===== config.mk =====
export PLATFORM = sky130hd
export DESIGN_NAME = dynamic_smoothing_filter
export DESIGN_NICKNAME = d
export VERILOG_FILES = /design/src/rtl/core/dsf_pkg.sv /design/src/rtl/core/dsf_ram.sv /design/src/rtl/core/dynamic_smoothing_filter.sv
export SDC_FILE = /design/constraint.sdc
export NUM_CORES = 2
export LEC_CHECK = 0
export BUFFER_PORTS_ARGS = -buffer_cell sky130_fd_sc_hd__clkbuf_2
export CAP_MARGIN = 40
export CORE_ASPECT_RATIO = 0.8
export CORE_MARGIN = 4
export CORE_UTILIZATION = 49
export CTS_CLUSTER_DIAMETER = 40
export DETAILED_ROUTE_END_ITERATION = 16
export GPL_TIMING_DRIVEN = 0
export REMOVE_ABC_BUFFERS = 1
export SETUP_SLACK_MARGIN = 0.02
export SYNTH_ARGS = -nofsm -noshare
export SYNTH_HDL_FRONTEND = slang
export SYNTH_SLANG_ARGS = --single-unit
export TNS_END_PERCENT = 1

===== constraint.sdc =====
create_clock -name clk_i -period 27 [get_ports clk_i]
set_input_delay 2.7 -clock clk_i [delete_from_list [all_inputs] [get_ports clk_i]]
set_output_delay 2.7 -clock clk_i [all_outputs]
set_load 0.005 [all_outputs]

===== src/rtl/core/dsf_pkg.sv =====
// ----------------------------------------------------------------------------
// dsf_pkg
// shared widths, codes and polynomial constants of the dynamic smoothing filter
// ----------------------------------------------------------------------------
package dsf_pkg;

  localparam int DSF_CHANNELS  = 8;

  localparam int SAMPLE_W      = 24;
  localparam int STATE_W       = 32;
  localparam int COEF_W        = 24;
  localparam int CH_W          = 3;
  localparam int CFG_IDX_W     = 3;
  localparam int TDATA_W       = 32;
  localparam int ENTRY_W       = 2 * STATE_W + SAMPLE_W;

  // operand widths of the shared multiplier
  localparam int MA_W          = 34;
  localparam int MB_W          = 26;
  localparam int PROD_W        = MA_W + MB_W;

  // input op codes (carried in tuser)
  localparam logic OP_SAMPLE   = 1'b0;
  localparam logic OP_CLEAR    = 1'b1;

  // gain modes
  localparam logic MODE_ACCURATE  = 1'b0;
  localparam logic MODE_EFFICIENT = 1'b1;

  // configuration register indexes
  localparam logic [CFG_IDX_W-1:0] CFG_MODE        = 3'd0;
  localparam logic [CFG_IDX_W-1:0] CFG_BASE_CUTOFF = 3'd1;
  localparam logic [CFG_IDX_W-1:0] CFG_SENSITIVITY = 3'd2;
  localparam logic [CFG_IDX_W-1:0] CFG_BASE_GAIN   = 3'd3;
  localparam logic [CFG_IDX_W-1:0] CFG_GAIN_SLOPE  = 3'd4;

  // register reset values
  localparam logic [COEF_W-1:0] RST_BASE_CUTOFF = 24'd4392;
  localparam logic [COEF_W-1:0] RST_SENSITIVITY = 24'd2097152;
  localparam logic [COEF_W-1:0] RST_BASE_GAIN   = 24'd27597;
  localparam logic [COEF_W-1:0] RST_GAIN_SLOPE  = 24'd2097152;

  // unity gain in q1.24 and cubic coefficients in q.24
  localparam logic [24:0]          ONE_Q24  = 25'd16777216;
  localparam logic signed [MA_W-1:0] CUBIC_C1 = 34'sd100577442;
  localparam logic signed [MA_W-1:0] CUBIC_C2 = -34'sd200811464;
  localparam logic signed [MA_W-1:0] CUBIC_C3 = 34'sd267748630;

  typedef logic [ENTRY_W-1:0] entry_t;

endpackage


===== src/rtl/core/dsf_ram.sv =====
// ----------------------------------------------------------------------------
// dsf_ram
// generic single-clock ram, one write port and one read port, registered read
// ----------------------------------------------------------------------------
module dsf_ram #(
  parameter int WIDTH = 8,
  parameter int DEPTH = 8,
  parameter int AW    = (DEPTH > 1) ? $clog2(DEPTH) : 1
) (
  input  logic             clk_i,
  input  logic             we_i,
  input  logic [AW-1:0]    waddr_i,
  input  logic [WIDTH-1:0] wdata_i,
  input  logic             re_i,
  input  logic [AW-1:0]    raddr_i,
  output logic [WIDTH-1:0] rdata_o
);

  logic [WIDTH-1:0] mem_q [DEPTH];
  logic [WIDTH-1:0] rdata_q;

  always_ff @(posedge clk_i) begin
    if (we_i) begin
      mem_q[waddr_i] <= wdata_i;
    end
    if (re_i) begin
      rdata_q <= mem_q[raddr_i];
    end
  end

  assign rdata_o = rdata_q;

endmodule


===== src/rtl/core/dynamic_smoothing_filter.sv =====
// ----------------------------------------------------------------------------
// dynamic_smoothing_filter
// multichannel adaptive two-stage one-pole smoother with a shared multiplier
// ----------------------------------------------------------------------------
// channel   dir  signals                         content
// s_*       in   tvalid tready tdata tuser       channel, sample_in / op
// m_*       out  tvalid tready tdata             sample_out
// cfg_*     in   we index wdata                  mode and gain coefficients
//
// one transaction at a time, paced by the single 34x26 multiplier,
// which is used three times (efficient) or six times (accurate) with
// a register stage after each product.
// channel state lives in one ram with per-channel valid flops; reset and
// clear drop the valid flops at once, so there is no clearing pass.
// a result waiting in the output register stalls only the next write-back.
// ----------------------------------------------------------------------------
module dynamic_smoothing_filter
  import dsf_pkg::*;
#(
  parameter int CHANNELS = DSF_CHANNELS
) (
  input  logic                 clk_i,
  input  logic                 rst_ni,
  input  logic                 s_tvalid_i,
  output logic                 s_tready_o,
  input  logic [TDATA_W-1:0]   s_tdata_i,   // [2:0] channel, [26:3] sample_in
  input  logic                 s_tuser_i,   // [0] op
  output logic                 m_tvalid_o,
  input  logic                 m_tready_i,
  output logic [SAMPLE_W-1:0]  m_tdata_o,   // [23:0] sample_out
  input  logic                 cfg_we_i,
  input  logic [CFG_IDX_W-1:0] cfg_index_i,
  input  logic [COEF_W-1:0]    cfg_wdata_i
);

  localparam int AW = (CHANNELS > 1) ? $clog2(CHANNELS) : 1;

  typedef enum logic [3:0] {
    ST_IDLE,
    ST_READ,
    ST_MUL_INC,
    ST_POST_INC,
    ST_MUL_C3,
    ST_POST_C3,
    ST_MUL_C2,
    ST_POST_C2,
    ST_MUL_C1,
    ST_POST_C1,
    ST_MUL_ONE,
    ST_POST_ONE,
    ST_MUL_TWO,
    ST_DONE
  } state_e;

  state_e state_q;

  logic              mode_q;
  logic [COEF_W-1:0] base_cutoff_q;
  logic [COEF_W-1:0] sensitivity_q;
  logic [COEF_W-1:0] base_gain_q;
  logic [COEF_W-1:0] gain_slope_q;

  logic [CHANNELS-1:0]         valid_q;
  logic [AW-1:0]               ch_q;
  logic signed [SAMPLE_W-1:0]  x_q;
  logic signed [SAMPLE_W-1:0]  prev_q;
  logic signed [STATE_W-1:0]   one_q;
  logic signed [STATE_W-1:0]   two_q;
  logic signed [STATE_W-1:0]   new_one_q;
  logic signed [MA_W-1:0]      ma_q;
  logic signed [MB_W-1:0]      mb_q;
  logic signed [PROD_W-1:0]    p_q;
  logic                        m_tvalid_q;
  logic [SAMPLE_W-1:0]         m_tdata_q;

  logic [6:0]                  ch_work;
  logic [AW-1:0]               ch_idx;
  logic                        s_accept;
  logic                        ram_we;
  entry_t                      ram_rdata;
  entry_t                      ram_wdata;
  entry_t                      entry;

  logic signed [STATE_W-1:0]   rd_one;
  logic signed [STATE_W-1:0]   rd_two;
  logic signed [SAMPLE_W-1:0]  rd_prev;
  logic signed [STATE_W:0]     band;
  logic [STATE_W:0]            mag_full;
  logic [COEF_W-1:0]           coef;

  logic signed [PROD_W-1:0]    prod;
  logic signed [MA_W-1:0]      psh;
  logic [31:0]                 inc;
  logic [COEF_W-1:0]           base;
  logic [32:0]                 gsum;
  logic [24:0]                 gsat;
  logic [24:0]                 gcl;

  logic signed [MA_W-1:0]      x_ext;
  logic signed [MA_W-1:0]      prev_ext;
  logic signed [MA_W-1:0]      one_ext;
  logic signed [MA_W-1:0]      two_ext;
  logic signed [MA_W-1:0]      tgt1;
  logic signed [MA_W-1:0]      diff1;
  logic signed [MA_W-1:0]      one_sum;
  logic signed [STATE_W-1:0]   new_one;
  logic signed [STATE_W:0]     avg_sum;
  logic signed [STATE_W-1:0]   tgt2;
  logic signed [MA_W-1:0]      diff2;
  logic signed [MA_W-1:0]      two_sum;
  logic signed [STATE_W-1:0]   new_two;
  logic signed [25:0]          y_wide;
  logic [SAMPLE_W-1:0]         y_sat;
  logic                        out_free;

  // channel index wraps modulo the channel count
  always_comb begin
    ch_work = 7'(s_tdata_i[CH_W-1:0]);
    for (int i = 0; i < 8; i++) begin
      if (ch_work >= 7'(CHANNELS)) begin
        ch_work = ch_work - 7'(CHANNELS);
      end
    end
    ch_idx = ch_work[AW-1:0];
  end

  assign s_tready_o = (state_q == ST_IDLE);
  assign s_accept   = s_tvalid_i && s_tready_o;
  assign out_free   = !m_tvalid_q || m_tready_i;
  assign ram_we     = (state_q == ST_DONE) && out_free;

  dsf_ram #(
    .WIDTH (ENTRY_W),
    .DEPTH (CHANNELS),
    .AW    (AW)
  ) u_state_ram (
    .clk_i   (clk_i),
    .we_i    (ram_we),
    .waddr_i (ch_q),
    .wdata_i (ram_wdata),
    .re_i    (s_accept),
    .raddr_i (ch_idx),
    .rdata_o (ram_rdata)
  );

  // read side: entries never written since reset or clear read as zero
  assign entry    = valid_q[ch_q] ? ram_rdata : '0;
  assign rd_one   = entry[STATE_W-1:0];
  assign rd_two   = entry[2*STATE_W-1:STATE_W];
  assign rd_prev  = entry[ENTRY_W-1:2*STATE_W];
  assign band     = {rd_one[STATE_W-1], rd_one} - {rd_two[STATE_W-1], rd_two};
  assign mag_full = band[STATE_W] ? ((STATE_W+1)'(0) - band) : band;
  assign coef     = (mode_q == MODE_EFFICIENT) ? gain_slope_q : sensitivity_q;

  // shared multiplier and floored q.24 view of its registered product
  assign prod = ma_q * mb_q;
  assign psh  = p_q[57:24];
  assign inc  = p_q[56:25];

  // gain or cutoff: base plus increment, saturated at unity
  assign base = (mode_q == MODE_EFFICIENT) ? base_gain_q : base_cutoff_q;
  assign gsum = 33'(base) + 33'(inc);
  assign gsat = (gsum > 33'(ONE_Q24)) ? ONE_Q24 : gsum[24:0];
  assign gcl  = psh[MA_W-1] ? 25'd0 :
                ((psh > MA_W'(ONE_Q24)) ? ONE_Q24 : psh[24:0]);

  // stage one
  assign x_ext    = MA_W'(x_q);
  assign prev_ext = MA_W'(prev_q);
  assign one_ext  = MA_W'(one_q);
  assign two_ext  = MA_W'(two_q);
  assign tgt1     = (mode_q == MODE_EFFICIENT) ? (x_ext <<< 6) : ((x_ext + prev_ext) <<< 5);
  assign diff1    = tgt1 - one_ext;
  assign one_sum  = one_ext + psh;
  assign new_one  = one_sum[STATE_W-1:0];

  // stage two
  assign avg_sum  = {new_one[STATE_W-1], new_one} + {one_q[STATE_W-1], one_q};
  assign tgt2     = (mode_q == MODE_EFFICIENT) ? new_one : avg_sum[STATE_W:1];
  assign diff2    = MA_W'(tgt2) - two_ext;
  assign two_sum  = two_ext + psh;
  assign new_two  = two_sum[STATE_W-1:0];

  // output saturation to q1.23
  assign y_wide = new_two[STATE_W-1:6];
  always_comb begin
    if ((y_wide[25:23] == 3'b000) || (y_wide[25:23] == 3'b111)) begin
      y_sat = y_wide[SAMPLE_W-1:0];
    end else if (y_wide[25]) begin
      y_sat = {1'b1, {(SAMPLE_W-1){1'b0}}};
    end else begin
      y_sat = {1'b0, {(SAMPLE_W-1){1'b1}}};
    end
  end

  assign ram_wdata = {((mode_q == MODE_EFFICIENT) ? prev_q : x_q), new_two, new_one_q};

  // configuration registers
  always_ff @(posedge clk_i or negedge rst_ni) begin
    if (!rst_ni) begin
      mode_q        <= MODE_ACCURATE;
      base_cutoff_q <= RST_BASE_CUTOFF;
      sensitivity_q <= RST_SENSITIVITY;
      base_gain_q   <= RST_BASE_GAIN;
      gain_slope_q  <= RST_GAIN_SLOPE;
    end else if (cfg_we_i) begin
      unique case (cfg_index_i)
        CFG_MODE:        mode_q        <= cfg_wdata_i[0];
        CFG_BASE_CUTOFF: base_cutoff_q <= cfg_wdata_i;
        CFG_SENSITIVITY: sensitivity_q <= cfg_wdata_i;
        CFG_BASE_GAIN:   base_gain_q   <= cfg_wdata_i;
        CFG_GAIN_SLOPE:  gain_slope_q  <= cfg_wdata_i;
        default: ;
      endcase
    end
  end

  // sequencer, valid flags and output register
  always_ff @(posedge clk_i or negedge rst_ni) begin
    if (!rst_ni) begin
      state_q    <= ST_IDLE;
      valid_q    <= '0;
      m_tvalid_q <= 1'b0;
      m_tdata_q  <= '0;
      ma_q       <= '0;
      mb_q       <= '0;
      new_one_q  <= '0;
    end else begin
      if (ram_we) begin
        m_tvalid_q <= 1'b1;
      end else if (m_tready_i) begin
        m_tvalid_q <= 1'b0;
      end
      unique case (state_q)
        ST_IDLE: begin
          if (s_accept) begin
            if (s_tuser_i == OP_CLEAR) begin
              valid_q <= '0;
            end else begin
              state_q <= ST_READ;
            end
          end
        end
        ST_READ: begin
          ma_q    <= MA_W'(mag_full[STATE_W-1:0]);
          mb_q    <= MB_W'(coef);
          state_q <= ST_MUL_INC;
        end
        ST_MUL_INC: begin
          state_q <= ST_POST_INC;
        end
        ST_POST_INC: begin
          mb_q <= MB_W'(gsat);
          if (mode_q == MODE_EFFICIENT) begin
            ma_q    <= diff1;
            state_q <= ST_MUL_ONE;
          end else begin
            ma_q    <= CUBIC_C3;
            state_q <= ST_MUL_C3;
          end
        end
        ST_MUL_C3: begin
          state_q <= ST_POST_C3;
        end
        ST_POST_C3: begin
          ma_q    <= psh + CUBIC_C2;
          state_q <= ST_MUL_C2;
        end
        ST_MUL_C2: begin
          state_q <= ST_POST_C2;
        end
        ST_POST_C2: begin
          ma_q    <= psh + CUBIC_C1;
          state_q <= ST_MUL_C1;
        end
        ST_MUL_C1: begin
          state_q <= ST_POST_C1;
        end
        ST_POST_C1: begin
          ma_q    <= diff1;
          mb_q    <= MB_W'(gcl);
          state_q <= ST_MUL_ONE;
        end
        ST_MUL_ONE: begin
          state_q <= ST_POST_ONE;
        end
        ST_POST_ONE: begin
          new_one_q <= new_one;
          ma_q      <= diff2;
          state_q   <= ST_MUL_TWO;
        end
        ST_MUL_TWO: begin
          state_q <= ST_DONE;
        end
        ST_DONE: begin
          if (out_free) begin
            valid_q[ch_q] <= 1'b1;
            m_tdata_q     <= y_sat;
            state_q       <= ST_IDLE;
          end
        end
        default: state_q <= ST_IDLE;
      endcase
    end
  end

  // datapath registers without reset
  always_ff @(posedge clk_i) begin
    if (s_accept) begin
      ch_q <= ch_idx;
      x_q  <= s_tdata_i[CH_W+SAMPLE_W-1:CH_W];
    end
    if (state_q == ST_READ) begin
      one_q  <= rd_one;
      two_q  <= rd_two;
      prev_q <= rd_prev;
    end
    p_q <= prod;
  end

  assign m_tvalid_o = m_tvalid_q;
  assign m_tdata_o  = m_tdata_q;

`ifndef SYNTHESIS
  // a clear leaves every channel empty and returns straight to idle
  a_clear_empties: assert property (@(posedge clk_i) disable iff (!rst_ni)
    s_accept && (s_tuser_i == OP_CLEAR) |=> (valid_q == '0) && (state_q == ST_IDLE))
    else $error("clear did not empty channel state");

  // a pending result is never overwritten by the next write-back
  a_no_overwrite: assert property (@(posedge clk_i) disable iff (!rst_ni)
    (state_q == ST_DONE) && m_tvalid_o && !m_tready_i |=> (state_q == ST_DONE))
    else $error("result register overwritten");

  // a written channel is marked valid afterwards
  a_write_marks: assert property (@(posedge clk_i) disable iff (!rst_ni)
    ram_we |=> valid_q[$past(ch_q)])
    else $error("written channel not marked valid");

  // the gain applied to the stage updates never exceeds unity
  a_gain_bound: assert property (@(posedge clk_i) disable iff (!rst_ni)
    (state_q == ST_MUL_ONE) |-> (mb_q >= 0) && (mb_q <= MB_W'(ONE_Q24)))
    else $error("stage gain above unity");
`endif

endmodule

==> results.md <==
- Of the cells placed in the final design, the portion with a size suffix greater than 1 is 14.1%.
- After detailed routing, the average wire length per cell comes to 23.3 um.
- The final setup skew is 0.0455 ns.
- After synthesis, the largest area contributor takes up 31.1% of total cell area.
- The critical path is of the flip-flop to flip-flop type.
- The post-route antenna net violation count is 0.
- Wires add up to 238000 um.
- The cell taking the most area after synthesis is edfxtp_1.
- Synthesis instantiated 95 different standard cells from the library.
- The run finished with clean final reports.
- In the global route stage, overall resource usage came out at 26.1%.
- Once placement finished, the instance area stood at 93100 sq um.
- The most critical setup path has its startpoint at mb_q[3]$_DFFE_PN0P_.
- For the final routed database, the setup TNS stands at 0 ns.
- The remaining global-route overflow is 0.
- In this run, post-CTS hold repair placed 0 buffers.
- The core region is 177000 sq um.
- The floorplan step set the die width to 481 um.
- In the synthesized netlist the dominant register cell turns out to be edfxtp_1.
- The largest incremental delay on the critical path is 0.78 ns.
- The number of top-level design ports is 91.
- The final period utilization is 35.6%.
- The most frequent cell on the critical path is fa_1.
- After the first detailed-routing iteration, the DRC count stood at 5452.
- The post-synthesis to final-layout area growth is 12.3%.
- The worst setup path is captured at a flip-flop.
- The master of the slowest instance on the critical path is dfrtp_1.
- Walking the worst path, the cells encountered are buf_16 -> and2_1 -> fa_1 -> fa_1 -> fa_1 -> inv_1 -> fa_1 -> fa_1 -> inv_1 -> fa_1 -> fa_1 -> ha_1 -> a211oi_1 -> o21ai_0 -> a311oi_1 -> a211oi_1 -> o31ai_1 -> a21oi_1 -> a31oi_1 -> o21ai_1 -> a311oi_1 -> o21ai_0 -> xnor2_1.
- The number of register bits inferred by synthesis is 1166.
- Entering global routing, the biggest net connects 86 pins.
- The count of max-cap constraint violations is 0.
- Of all nets on the critical path, the largest fanout is 21.
- The routability-driven placement congestion ratio is 0.917.
- The largest delay contributor family on the critical path is adder cells.
- The number of cells produced by synthesis is 7598.
- The die is 386 um tall.
- The total standard cell area after synthesis is 87500 sq um.
- The number of endpoints failing setup at the final stage is 0.
- Clock latency on the worst-skew pair, taken at its later pin, is 0.80 ns.
- The final max-slew violation count was 0.
- By area the synthesized netlist is led by edfxtp_1, fa_1, dfrtp_1, ha_1, mux4_2.
- The via count of the first global-routing pass is 60.7k.
- The startpoint identified for the worst register-to-register timing path is mb_q[3]$_DFFE_PN0P_.
- Port buffering added 85 buffers.
- The routed layout has 59.2k vias.
- The buffer depth of the longest clock path is 3.
- At the pin with the least slew margin, the transition time is 1.00 ns.
- Prior to clock tree synthesis, the placed netlist has a worst setup slack of 17.52 ns.
- The H-tree was split into 4 levels.
- Counting flops with an async set or reset pin after synthesis yields a share of 19.3%.
- After filler insertion, the fill cell instance count of the layout stands at 14.8k.
- The post-route standard cell area excluding fillers is 98400 sq um.
- Setup repair after global routing left no endpoint under its margin.
- The upper clock frequency limit is 0.104 GHz.
- The TritonCTS clock tree is built.
- Once the floorplan was initialized, standard cells occupied 49.4% of the core.
- In this run the most critical hold path is launched from valid_q[2]$_DFFE_PN0P_.
- The post-layout worst setup margin is 17.38 ns.
- The arrival time at the worst endpoint is 10.23 ns.
- The initial antenna violation count is 13.
- The number of buffers inserted during clock tree synthesis is 148.
- A synthesized cell averages 11.5 sq um.
- For this run, design rule violations remaining after detail routing come to 0.
- During synthesis, Yosys emitted a total of 0 warnings.
- The critical path contains buffers and inverters numbering 3 combined.
- The number of core rows is 138.
- After clock tree synthesis, the clock-pin slew on the worst setup and hold paths is 0.06 ns.
- STA classifies the critical path startpoint as a flip-flop.
- The sequential fraction of the synthesis area is 38.3%.
- In this run the worst hold path is classified as flip-flop to flip-flop.
- The die covers 186000 sq um.
- The clock tree root driver cell is clkbuf_16.
- The ratio of routed vias to standard cells is 5.80.
- The net count of the finished layout is 9008.
- In this run the tightest slew margin relative to its limit is 32.5%.
- The number of clock sinks is 1166.
- The number of enable-type register cells in the synthesized netlist is 907.
- For the worst setup path, the data required time is 27.61 ns.
- The half-perimeter wire length after placement is 182000 um.
- The total iterations of the first detailed-routing run is 6.
- The post-CTS resize count is 0.
- The hold violation total from the final report is 0.
- The post-route minimum period is 9.62 ns.
- The wire length of the first global-routing pass is 372000 um.
- Once the clock tree was built, the setup fixing pass inserted 0 buffers.
## layer usage
metal	part of all wire [%]	track usage [%]	routed length (um)
met1	45	38.4	107000
met2	46	40.9	110000
met3	6.1	3.34	14600
met4	2.8	7.88	6740
met5	0	0	0
## registers in the layout, indices dropped and copies added, names as in the netlist, 25 cells and up
signal               cells
two_q                   32
ma_q                    34
u_state_ram.rdata_o     88
one_q                   32
mb_q                    25
p_q                     34
new_one_q               32
u_state_ram.mem_q      704
## cell families (layout without fill, tap and decap cells)
logic type	Yosys count	in the layout	synth area share, %
AO/OA/AOI/OAI	1207	1207	9.18
XOR/XNOR	271	271	2.71
adder cells (fa/ha/maj)	1255	1255	25.3
buffers and inverters	1330	1546	5.73
flip-flops	1166	1166	38.3
multiplexers	449	449	7.99
other	0	8	0
AND/OR/NAND/NOR	1920	1920	10.7
## through the flow
stage	cells	hold slack [ns]	util, %
after floorplan	7239	0.462	-
after global placement	9704	0.482	50.5
after detailed placement	9916	0.490	52.5
after CTS	10200	0.502	55.4
after global routing	10200	0.510	55.5
final	10200	0.496	55.5
## Yosys cell counts, drive strengths merged, types with 14 or more instances
cell type,number
nor2b,38
a31oi,47
a21o,137
a221oi,20
dfrtp,209
or3,29
a21oi,337
dfxtp,34
buf,46
nor3,88
o21a,48
o221ai,19
mux2i,32
o211ai,38
dfstp,16
o22ai,25
nand4,26
nor4,15
fa,858
nand3,88
a221o,22
xnor2,162
o31ai,31
o21bai,27
clkbuf,313
nand2,767
nand2b,48
inv,971
or2,14
xor2,109
a311oi,14
edfxtp,907
mux2,241
and2,476
mux4,176
o221a,27
o21ai,242
a211oi,39
nor2,236
and3,41
ha,397
## worst min-delay path, delay by kind of cell, from the launching register on
kind | cells | cell delay [ns]
compound gates | 1 | 0.04
flops | 1 | 0.34
simple gates | 1 | 0.07
## cell type report
| class | count | area [sq um] | share of cell area (%) |
|---|---|---|---|
| Antenna cell | 8 | 20.0 | 0.0204 |
| Clock buffer | 172 | 3870 | 3.94 |
| Clock inverter | 104 | 1320 | 1.34 |
| Inverter | 971 | 3650 | 3.71 |
| Multi-Input combinational cell | 5102 | 49100 | 49.9 |
| Sequential cell | 1166 | 33600 | 34.2 |
| Tap cell | 2380 | 2980 | 3.03 |
| Timing Repair Buffer | 299 | 3820 | 3.89 |
## final timing paths
kind                       depth (start not counted)                         to  slack [ns]
min in group asynchronous                          1  m_tdata_o[16]$_DFFE_PN0P_        1.86
hold reg to reg                                    2     valid_q[2]$_DFFE_PN0P_        0.50
setup reg to reg                                  23            p_q[56]$_DFF_P_       17.38
max in group asynchronous                          3        mb_q[7]$_DFFE_PN0P_       23.76
hold / removal                                     2     valid_q[2]$_DFFE_PN0P_        0.50
setup / recovery                                  23            p_q[56]$_DFF_P_       17.38
## cell usage in the layout, fill, tap and decap left out, types with 32 or more instances in the layout
| master | Yosys | final |
|---|---|---|
| inv_1 | 971 | 970 |
| edfxtp_1 | 907 | 907 |
| fa_1 | 858 | 858 |
| nand2_1 | 767 | 766 |
| and2_1 | 476 | 475 |
| ha_1 | 397 | 397 |
| a21oi_1 | 335 | 333 |
| mux2_2 | 241 | 241 |
| o21ai_0 | 238 | 238 |
| nor2_1 | 236 | 229 |
| dfrtp_1 | 209 | 189 |
| mux4_2 | 176 | 176 |
| xnor2_1 | 162 | 162 |
| clkbuf_16 | 0 | 148 |
| a21o_1 | 137 | 137 |
| xor2_1 | 109 | 109 |
| nand3_1 | 88 | 87 |
| nor3_1 | 88 | 82 |
| clkbuf_2 | 0 | 82 |
| buf_4 | 0 | 66 |
| buf_16 | 0 | 60 |
| o21a_1 | 48 | 48 |
| nand2b_1 | 48 | 48 |
| a31oi_1 | 46 | 46 |
| and3_1 | 41 | 41 |
| o211ai_1 | 38 | 38 |
| a211oi_1 | 38 | 38 |
| nor2b_1 | 38 | 37 |
| dfxtp_1 | 34 | 34 |
| mux2i_1 | 32 | 32 |
Power is not shown: default switching activity piles up to over one toggle a cycle in this logic, so the estimate is an artifact.
